<file path="config.mk">
export PLATFORM = sky130hd
export DESIGN_NAME = scalar_kalman_filter_bank_top
export DESIGN_NICKNAME = d
export VERILOG_FILES = /design/src/skf_pkg.sv /design/src/scalar_kalman_filter_bank_top.sv /design/src/skf_front.sv /design/src/skf_queue.sv /design/src/skf_back.sv
export SDC_FILE = /design/constraint.sdc
export NUM_CORES = 2
export LEC_CHECK = 0
export BUFFER_PORTS_ARGS = -buffer_cell sky130_fd_sc_hd__buf_2
export CORE_MARGIN = 4
export CORE_UTILIZATION = 40
export DETAILED_ROUTE_END_ITERATION = 10
export PLACE_DENSITY = 0.62
export SLEW_MARGIN = 15
export SYNTH_ARGS = -nofsm -noshare
export SYNTH_HDL_FRONTEND = slang
export SYNTH_SLANG_ARGS = --single-unit
</file>
<file path="constraint.sdc">
create_clock -name clk -period 8.2 [get_ports clk]
set_input_delay 1.64 -clock clk [delete_from_list [all_inputs] [get_ports clk]]
set_output_delay 1.64 -clock clk [all_outputs]
set_load 0.03 [all_outputs]
</file>
<file path="src/skf_pkg.sv">
package skf_pkg;

  // bank size and fixed-point format
  localparam int CHANNELS  = 5;
  localparam int FRAC_BITS = 16;

  // field widths
  localparam int CH_W     = 3;
  localparam int CH_IDX_W = (CHANNELS > 1) ? $clog2(CHANNELS) : 1;
  localparam int EST_W    = 32;
  localparam int VAR_W    = 31;
  localparam int SUM_W    = VAR_W + 1;
  localparam int DIFF_W   = EST_W + 1;
  localparam int GAIN_W   = FRAC_BITS;
  localparam int CNT_W    = $clog2(GAIN_W);
  localparam int PE_W     = GAIN_W + 1 + DIFF_W;
  localparam int PP_W     = GAIN_W + 1 + VAR_W;

  // input queue between front and back
  localparam int QUEUE_DEPTH = 2;
  localparam int QPTR_W      = $clog2(QUEUE_DEPTH);
  localparam int QCNT_W      = $clog2(QUEUE_DEPTH + 1);

  // reset values, saturated to the positive range
  localparam longint unsigned ONE_FX  = 64'd1 << FRAC_BITS;
  localparam longint unsigned POS_MAX = 64'h7FFF_FFFF;
  localparam longint unsigned EST_FX  = 64'd250 * ONE_FX;
  localparam longint unsigned Q_FX    = (ONE_FX + 64'd5) / 64'd10;
  localparam longint unsigned R_FX    = ONE_FX >> 1;

  localparam logic [EST_W-1:0] EST_RESET = EST_W'((EST_FX > POS_MAX) ? POS_MAX : EST_FX);
  localparam logic [VAR_W-1:0] VAR_RESET = VAR_W'((ONE_FX > POS_MAX) ? POS_MAX : ONE_FX);
  localparam logic [VAR_W-1:0] Q_RESET   = VAR_W'((Q_FX > POS_MAX) ? POS_MAX : Q_FX);
  localparam logic [VAR_W-1:0] R_RESET   = VAR_W'((R_FX > POS_MAX) ? POS_MAX : R_FX);

  // command codes
  localparam logic CMD_MEASURE = 1'b0;
  localparam logic CMD_SET     = 1'b1;

  typedef struct packed {
    logic                    command;
    logic [CH_W-1:0]         channel;
    logic signed [EST_W-1:0] measurement;
    logic [VAR_W-1:0]        process_noise;
    logic [VAR_W-1:0]        measurement_noise;
  } skf_in_t;

  typedef struct packed {
    logic signed [EST_W-1:0] estimate;
    logic [CH_W-1:0]         channel_echo;
    logic                    passed_through;
  } skf_out_t;

  typedef enum logic [1:0] {
    OP_MEASURE,
    OP_SET,
    OP_PASS
  } skf_op_t;

  typedef struct packed {
    skf_op_t                 op;
    logic [CH_W-1:0]         channel;
    logic signed [EST_W-1:0] measurement;
    logic [VAR_W-1:0]        process_noise;
    logic [VAR_W-1:0]        measurement_noise;
  } skf_cmd_t;

  typedef enum logic [2:0] {
    ST_IDLE,
    ST_EXEC,
    ST_DIV,
    ST_MUL,
    ST_UPD,
    ST_DONE
  } skf_state_t;

endpackage

</file>
<file path="src/scalar_kalman_filter_bank_top.sv">
// sequence: a measurement goes through the exec, divide, multiply, update and done states,
//   skipping the divide when the channel's measurement noise is zero; a set or passthrough
//   goes from exec to done; the gain comes from the 16-step serial divider, and the back
//   handles one transaction at a time; a 2-entry queue and result register decouple
// reset: synchronous active-low rst_n restores every channel's estimate, variance
//   and noise values and empties the queue and the result register
module scalar_kalman_filter_bank_top (
  input  logic              clk,
  input  logic              rst_n,
  input  logic              in_push,
  output logic              in_full,
  input  skf_pkg::skf_in_t  in_data,
  output logic              out_empty,
  input  logic              out_pop,
  output skf_pkg::skf_out_t out_data
);
  import skf_pkg::*;

  logic     q_push;
  logic     q_full;
  skf_cmd_t q_wr_data;
  logic     q_pop;
  logic     q_empty;
  skf_cmd_t q_rd_data;

  // front: accept and classify
  skf_front u_front (
    .clk     (clk),
    .rst_n   (rst_n),
    .in_push (in_push),
    .in_full (in_full),
    .in_data (in_data),
    .q_push  (q_push),
    .q_full  (q_full),
    .q_data  (q_wr_data)
  );

  // queue between front and back
  skf_queue u_queue (
    .clk     (clk),
    .rst_n   (rst_n),
    .push    (q_push),
    .full    (q_full),
    .wr_data (q_wr_data),
    .pop     (q_pop),
    .empty   (q_empty),
    .rd_data (q_rd_data)
  );

  // back: filter update and result register
  skf_back u_back (
    .clk       (clk),
    .rst_n     (rst_n),
    .q_empty   (q_empty),
    .q_pop     (q_pop),
    .q_data    (q_rd_data),
    .out_empty (out_empty),
    .out_pop   (out_pop),
    .out_data  (out_data)
  );

endmodule

</file>
<file path="src/skf_front.sv">
module skf_front (
  input  logic              clk,
  input  logic              rst_n,
  input  logic              in_push,
  output logic              in_full,
  input  skf_pkg::skf_in_t  in_data,
  output logic              q_push,
  input  logic              q_full,
  output skf_pkg::skf_cmd_t q_data
);
  import skf_pkg::*;

  logic     hold_valid_r;
  skf_cmd_t hold_r;
  skf_cmd_t cmd_nxt;
  logic     accept;

  // handshake: the holding register frees as soon as the queue takes it
  assign q_push  = hold_valid_r && !q_full;
  assign in_full = hold_valid_r && q_full;
  assign accept  = in_push && !in_full;
  assign q_data  = hold_r;

  // classify the incoming transaction
  always_comb begin
    cmd_nxt.channel           = in_data.channel;
    cmd_nxt.measurement       = in_data.measurement;
    cmd_nxt.process_noise     = in_data.process_noise;
    cmd_nxt.measurement_noise = in_data.measurement_noise;
    priority if ({1'b0, in_data.channel} >= (CH_W + 1)'(CHANNELS)) begin
      cmd_nxt.op = OP_PASS;
    end else if (in_data.command == CMD_SET) begin
      cmd_nxt.op = OP_SET;
    end else begin
      cmd_nxt.op = OP_MEASURE;
    end
  end

  // holding register valid
  always_ff @(posedge clk) begin
    if (!rst_n) begin
      hold_valid_r <= 1'b0;
    end else if (accept) begin
      hold_valid_r <= 1'b1;
    end else if (q_push) begin
      hold_valid_r <= 1'b0;
    end
  end

  // holding register payload
  always_ff @(posedge clk) begin
    if (accept) begin
      hold_r <= cmd_nxt;
    end
  end

endmodule

</file>
<file path="src/skf_queue.sv">
module skf_queue (
  input  logic              clk,
  input  logic              rst_n,
  input  logic              push,
  output logic              full,
  input  skf_pkg::skf_cmd_t wr_data,
  input  logic              pop,
  output logic              empty,
  output skf_pkg::skf_cmd_t rd_data
);
  import skf_pkg::*;

  skf_cmd_t          entry_r [QUEUE_DEPTH];
  logic [QPTR_W-1:0] wr_ptr_r;
  logic [QPTR_W-1:0] rd_ptr_r;
  logic [QCNT_W-1:0] count_r;
  logic              do_push;
  logic              do_pop;

  assign full    = (count_r == QCNT_W'(QUEUE_DEPTH));
  assign empty   = (count_r == '0);
  assign do_push = push && !full;
  assign do_pop  = pop && !empty;
  assign rd_data = entry_r[rd_ptr_r];

  // pointers and fill count
  always_ff @(posedge clk) begin
    if (!rst_n) begin
      wr_ptr_r <= '0;
      rd_ptr_r <= '0;
      count_r  <= '0;
    end else begin
      if (do_push) begin
        wr_ptr_r <= wr_ptr_r + 1'b1;
      end
      if (do_pop) begin
        rd_ptr_r <= rd_ptr_r + 1'b1;
      end
      unique case ({do_push, do_pop})
        2'b10:   count_r <= count_r + 1'b1;
        2'b01:   count_r <= count_r - 1'b1;
        default: count_r <= count_r;
      endcase
    end
  end

  // entry storage
  always_ff @(posedge clk) begin
    if (do_push) begin
      entry_r[wr_ptr_r] <= wr_data;
    end
  end

  a_count_bound: assert property (@(posedge clk) disable iff (!rst_n)
    count_r <= QCNT_W'(QUEUE_DEPTH))
    else $error("queue count beyond depth");

endmodule

</file>
<file path="src/skf_back.sv">
module skf_back (
  input  logic              clk,
  input  logic              rst_n,
  input  logic              q_empty,
  output logic              q_pop,
  input  skf_pkg::skf_cmd_t q_data,
  output logic              out_empty,
  input  logic              out_pop,
  output skf_pkg::skf_out_t out_data
);
  import skf_pkg::*;

  // per-channel filter state
  logic signed [EST_W-1:0] est_r [CHANNELS];
  logic [VAR_W-1:0]        var_r [CHANNELS];
  logic [VAR_W-1:0]        qn_r  [CHANNELS];
  logic [VAR_W-1:0]        rn_r  [CHANNELS];

  skf_state_t              state_r;
  skf_state_t              state_nxt;
  skf_cmd_t                cur_r;
  logic [VAR_W-1:0]        p_r;
  logic [SUM_W-1:0]        s_r;
  logic [SUM_W:0]          rem_r;
  logic [GAIN_W-1:0]       quo_r;
  logic [CNT_W-1:0]        cnt_r;
  logic [GAIN_W-1:0]       gain_r;
  logic signed [DIFF_W-1:0] diff_r;
  logic signed [PE_W-1:0]  prod_e_r;
  logic [PP_W-1:0]         prod_p_r;
  skf_out_t                res_r;
  logic                    out_valid_r;
  skf_out_t                out_r;

  logic [CH_IDX_W-1:0]     idx;
  logic signed [EST_W-1:0] est_cur;
  logic [SUM_W-1:0]        p_sum;
  logic [VAR_W-1:0]        p_sat;
  logic [SUM_W-1:0]        s_sum;
  logic [SUM_W:0]          rem_shift;
  logic                    q_bit;
  logic [GAIN_W:0]         gain_comp;
  logic signed [PE_W-1:0]  rnd_e;
  logic signed [PE_W-1:0]  step_e;
  logic signed [EST_W-1:0] new_est;
  logic [PP_W-1:0]         rnd_p;
  logic [VAR_W-1:0]        new_var;
  logic                    out_load;

  assign idx       = cur_r.channel[CH_IDX_W-1:0];
  assign est_cur   = est_r[idx];
  assign q_pop     = (state_r == ST_IDLE) && !q_empty;
  assign out_load  = (state_r == ST_DONE) && (!out_valid_r || out_pop);
  assign out_empty = !out_valid_r;
  assign out_data  = out_r;

  // predicted variance and gain denominator
  always_comb begin
    p_sum = {1'b0, var_r[idx]} + {1'b0, qn_r[idx]};
    p_sat = p_sum[SUM_W-1] ? {VAR_W{1'b1}} : p_sum[VAR_W-1:0];
    s_sum = {1'b0, p_sat} + {1'b0, rn_r[idx]};
  end

  // one restoring divider step
  always_comb begin
    rem_shift = {rem_r[SUM_W-1:0], 1'b0};
    q_bit     = (rem_shift >= {1'b0, s_r});
  end

  // rounded updates of estimate and variance
  always_comb begin
    gain_comp = (GAIN_W + 1)'(ONE_FX) - {1'b0, gain_r};
    rnd_e     = prod_e_r + PE_W'(ONE_FX >> 1);
    step_e    = rnd_e >>> FRAC_BITS;
    new_est   = est_cur + $signed(step_e[EST_W-1:0]);
    rnd_p     = prod_p_r + PP_W'(ONE_FX >> 1);
    new_var   = rnd_p[FRAC_BITS +: VAR_W];
  end

  // sequencer state register
  always_ff @(posedge clk) begin
    if (!rst_n) begin
      state_r <= ST_IDLE;
    end else begin
      state_r <= state_nxt;
    end
  end

  // sequencer next state
  always_comb begin
    state_nxt = state_r;
    unique case (state_r)
      ST_IDLE: begin
        if (!q_empty) begin
          state_nxt = ST_EXEC;
        end
      end
      ST_EXEC: begin
        unique case (cur_r.op)
          OP_MEASURE: state_nxt = (rn_r[idx] == '0) ? ST_MUL : ST_DIV;
          default:    state_nxt = ST_DONE;
        endcase
      end
      ST_DIV: begin
        if (cnt_r == '0) begin
          state_nxt = ST_MUL;
        end
      end
      ST_MUL:  state_nxt = ST_UPD;
      ST_UPD:  state_nxt = ST_DONE;
      ST_DONE: begin
        if (!out_valid_r || out_pop) begin
          state_nxt = ST_IDLE;
        end
      end
      default: state_nxt = ST_IDLE;
    endcase
  end

  // datapath registers
  always_ff @(posedge clk) begin
    unique case (state_r)
      ST_IDLE: begin
        if (!q_empty) begin
          cur_r <= q_data;
        end
      end
      ST_EXEC: begin
        p_r    <= p_sat;
        s_r    <= s_sum;
        rem_r  <= {2'b00, p_sat};
        quo_r  <= '0;
        cnt_r  <= CNT_W'(GAIN_W - 1);
        diff_r <= {cur_r.measurement[EST_W-1], cur_r.measurement} - {est_cur[EST_W-1], est_cur};
        // gain is full scale when there is no measurement noise, zero if the predicted variance is zero
        gain_r <= (p_sat != '0) ? {GAIN_W{1'b1}} : '0;
        unique case (cur_r.op)
          OP_PASS: res_r <= '{estimate: cur_r.measurement, channel_echo: cur_r.channel,
                              passed_through: 1'b1};
          default: res_r <= '{estimate: est_cur, channel_echo: cur_r.channel,
                              passed_through: 1'b0};
        endcase
      end
      ST_DIV: begin
        rem_r  <= q_bit ? (rem_shift - {1'b0, s_r}) : rem_shift;
        quo_r  <= {quo_r[GAIN_W-2:0], q_bit};
        cnt_r  <= cnt_r - 1'b1;
        if (cnt_r == '0) begin
          gain_r <= {quo_r[GAIN_W-2:0], q_bit};
        end
      end
      ST_MUL: begin
        prod_e_r <= $signed({1'b0, gain_r}) * diff_r;
        prod_p_r <= gain_comp * p_r;
      end
      ST_UPD: begin
        res_r <= '{estimate: new_est, channel_echo: cur_r.channel, passed_through: 1'b0};
      end
      default: begin
      end
    endcase
  end

  // channel state tables
  always_ff @(posedge clk) begin
    if (!rst_n) begin
      for (int i = 0; i < CHANNELS; i++) begin
        est_r[i] <= EST_RESET;
        var_r[i] <= VAR_RESET;
        qn_r[i]  <= Q_RESET;
        rn_r[i]  <= R_RESET;
      end
    end else begin
      if ((state_r == ST_EXEC) && (cur_r.op == OP_SET)) begin
        qn_r[idx] <= cur_r.process_noise;
        rn_r[idx] <= cur_r.measurement_noise;
      end
      if (state_r == ST_UPD) begin
        est_r[idx] <= new_est;
        var_r[idx] <= new_var;
      end
    end
  end

  // result register
  always_ff @(posedge clk) begin
    if (!rst_n) begin
      out_valid_r <= 1'b0;
    end else if (out_load) begin
      out_valid_r <= 1'b1;
    end else if (out_pop) begin
      out_valid_r <= 1'b0;
    end
  end

  always_ff @(posedge clk) begin
    if (out_load) begin
      out_r <= res_r;
    end
  end

  a_div_rem: assert property (@(posedge clk) disable iff (!rst_n)
    state_r == ST_DIV |-> rem_r < {1'b0, s_r})
    else $error("divider remainder not below divisor");

  a_var_shrinks: assert property (@(posedge clk) disable iff (!rst_n)
    state_r == ST_UPD |-> new_var <= p_r)
    else $error("variance grew on update");

  a_est_between: assert property (@(posedge clk) disable iff (!rst_n)
    state_r == ST_UPD |->
      ((diff_r >= 0) && (new_est >= est_cur) && (new_est <= cur_r.measurement)) ||
      ((diff_r < 0) && (new_est <= est_cur) && (new_est >= cur_r.measurement)))
    else $error("estimate left the span of estimate and measurement");

endmodule
</file>
==> key figures <==
Clock tree
  • Clk root buf: clkbuf_16
  • Clk Latency, worst-skew pair: 0.84 ns
  • Clock Path Buffers: 3
  • CTS tree: built
  • Cts hold-fix bufs: 0
  • Clock slew seen by the registers of the worst setup and hold paths: 0.07 ns
  • Total clock buffers created by CTS: 164
  • Clk sinks: 1,705
  • H-Tree Depth: 4

Detailed routing
  • WL per Instance: 22.6 um
  • DRC: 0
  • Vias per cell: 5.39
  • Routed Antenna Nets: 0
  • DRT iter0 DRCs: 6,038
  • Vias: 69,200
  • Drt pass-1 iters: 6
  • Total Routed Length: 290,000 um

Critical path
  • Crit path kind: register to register
  • Critical Path AT: 8.53 ns
  • R2R Setup Slk: 0.26 ns
  • Worst r2r dst: u_back.prod_p_r[43]
  • CP max stage delay: 0.52 ns
  • Setup crit start kind: register
  • Origin of the worst setup path: u_back.gain_r[5]
  • CP endpoint kind: register
  • Setup crit end: u_back.prod_p_r[43]
  • Cells on worst reg2reg path: 30
  • Reg2reg start: u_back.gain_r[5]
  • Worst Path Max Fanout: 21
  • Slowest stage cell on the critical path: fa_1
  • Worst EP required: 8.79 ns
  • CP most frequent cell: fa_1

GRT
  • Vias in the first global route: 72,100
  • All-Layer GR Usage: 21.2%
  • Initial antenna violation count: 4
  • Largest net degree at the start of global routing: 102
  • Grt total ovfl: 0
  • First-pass GRT wire length: 445,000 um

Layout
  • Post-layout util: 45.1%
  • Share of layout cells above drive strength 1: 10.7%
  • Fillers: 24,100
  • Area Growth Syn to Fin: 11.9%
  • Fin nets: 10,600

Min path
  • Worst min path class: register to register
  • Worst Hold Launch: u_back.res_r[23]

Run status
  • Status: finished, final reports clean

STA
  • Slew Viols, Final: 0
  • Post-route clock period utilization: 96.8%
  • Tightest Pin Transition: 1.23 ns
  • Final min period: 7.94 ns
  • Setup violations, final: 0
  • Setup Skew: 0.0476 ns
  • RSZ-0062 raised after global routing: yes
  • Rel. slew slack: 17.6%
  • F_max: 0.126 GHz
  • Final hold violation count: 0

Yosys
  • FFs w/ async S/R, synth: 0%
  • Register area share after synthesis: 48.2%
  • Ys Warns: 0
  • Cell variety after synth: 86
  • Number of flops mapped to enable cells by yosys: 1,696
  • Mean Syn Cell Area: 11.9 um2
  • Mapped cell area: 0.106 mm2
  • Gate Count Post-Synth: 8,933
  • Syn_nets: 10,400
  • Yosys reg bits: 1,705
  • Top_reg_cell synth: edfxtp_1

Die
  • Die height: 523 um
  • Die Area: 0.273 mm2
  • Row count: 188
  • IO Count: 140
  • Chip Width: 523 um
  • Starting Density: 40.3%
  • Core box area: 0.263 mm2

Run
  • Max Cap Violations: 0

Place
  • Port bufs: 139
  • Detailed placer's ending HPWL: 202,000 um
  • Routability Congestion: 0.919
[metal layers]
layer  global-route usage, %  vias up  part of all wire (%)
li1                        -    30800                     -
met4                    5.21        0                   2.4
met3                    3.28      424                   7.4
met1                    30.0    35400                    43
met5                       0        -                     0
met2                    34.6     2633                    47
[worst min-delay path by stage]
stage                                to  slack (ns)  depth (start not counted)
finish              u_back.out_data[23]        0.42                          0
global route        u_back.out_data[23]        0.43                          0
CTS                 u_back.out_data[23]        0.43                          0
detailed placement   u_back.out_data[1]        0.41                          0
global placement    u_back.out_data[35]        0.41                          0
floorplan            u_back.out_data[0]        0.40                          0
[final cells by class]
class	instances	area (um2)	share of cell area [%]
sequential	1705	51100	43.1
inverter	1258	4720	3.99
tap	3515	4400	3.71
clock buffer	191	4250	3.58
antenna	2	5.00	0.00422
timing repair buffer	517	3750	3.17
multi-input combinational	5530	49100	41.4
clock inverter	114	1190	1.00
[logic make-up after synthesis]
kind of cell	count (synthesis)	synth area share (%)
xor gates and xnor gates	275	2.27
buffers and inverters	1698	6.03
adders and majority gates	1315	22.1
muxes	130	1.36
DFF	1705	48.2
and+or+nand+nor	2573	11.9
AOI/OAI and AO/OA	1237	8.12
[registers in the layout, indices dropped and copies added (netlist names), 33 cells and up]
name	flops
u_back.var_r	248
u_back.est_r	256
u_back.rn_r	248
u_back.out_data	36
u_back.prod_e_r	33
u_queue.entry_r	198
u_back.qn_r	248
u_front.q_data	99
u_back.diff_r	33
u_back.cur_r	96
u_back.res_r	36
[critical path: cells and delay by family (launching register included)]
kind | cells | cell delay (ns)
buffers and inverters | 6 | 0.95
adder cells (fa/ha/maj) | 7 | 3.17
XOR/XNOR | 1 | 0.08
flip-flops | 1 | 0.40
AND/OR/NAND/NOR | 8 | 1.50
AO/OA/AOI/OAI | 8 | 1.56
[timing repair]
action | in CTS | in global routing
setup endpoints to repair | 6 | 25
hold endpoints to repair | 0 | 0
gates resized for setup | 3 | 51
pin swaps | 0 | 10
buffers inserted | 0 | 4
[Yosys cell counts, types with 16 or more instances]
library cell	number	area (um2)
o21a_1	58	435
o21bai_1	28	210
ha_1	390	4880
xor2_1	106	928
or3_1	54	338
a22oi_1	460	3450
xnor2_1	169	1480
nand2_1	877	3290
nand3_1	72	360
nor2b_1	39	244
o21ai_0	158	791
nor2_1	500	1880
and2_1	675	4220
o31ai_1	18	135
buf_1	45	169
edfxtp_1	1696	50900
a211o_1	29	254
a211oi_1	25	188
fa_1	925	18500
and3_1	59	369
nand2b_1	32	200
inv_1	1258	4720
a31oi_1	16	100
nor4_1	25	156
a21o_1	108	811
mux2_2	116	1310
clkbuf_1	391	1470
nand4_1	143	895
nor3_1	49	245
a221oi_1	26	228
a21oi_1	194	971
[stage by stage]
step | area [um2] | setup WS, ns | setup TNS, ns | instances | hold WS (ns)
floorplan | 106000 | -0.450 | -157.06 | 8933 | 0.400
global placement | 113000 | 0.0219 | 0 | 12500 | 0.406
detailed placement | 113000 | -0.0670 | -0.122 | 12500 | 0.406
CTS | 118000 | 0.0129 | 0 | 12800 | 0.427
global route | 119000 | -0.119 | -0.387 | 12800 | 0.433
finish | 119000 | 0.259 | 0 | 12800 | 0.422
[cells in the final DEF (no fill, tap or decap), types with 31 or more instances in the layout]
cell type / netlist / final
o21a_1: 58 / 58
inv_1: 1258 / 1257
fa_1: 925 / 924
buf_4: 0 / 352
buf_2: 2 / 139
nand2b_1: 32 / 31
clkinv_1: 0 / 37
mux2_2: 116 / 116
and2_1: 675 / 669
and3_1: 59 / 56
nand2_1: 877 / 865
ha_1: 390 / 388
nand4_1: 143 / 143
edfxtp_1: 1696 / 1696
xor2_1: 106 / 101
nand3_1: 72 / 70
xnor2_1: 169 / 160
nor3_1: 49 / 42
nor2b_1: 39 / 38
nor2_1: 500 / 484
o21ai_0: 158 / 149
clkbuf_16: 0 / 166
or3_1: 54 / 54
a21oi_1: 194 / 187
a22oi_1: 460 / 460
a21o_1: 108 / 108
Power is not shown: default switching activity piles up to over one toggle a cycle in this logic, so the estimate is an artifact.
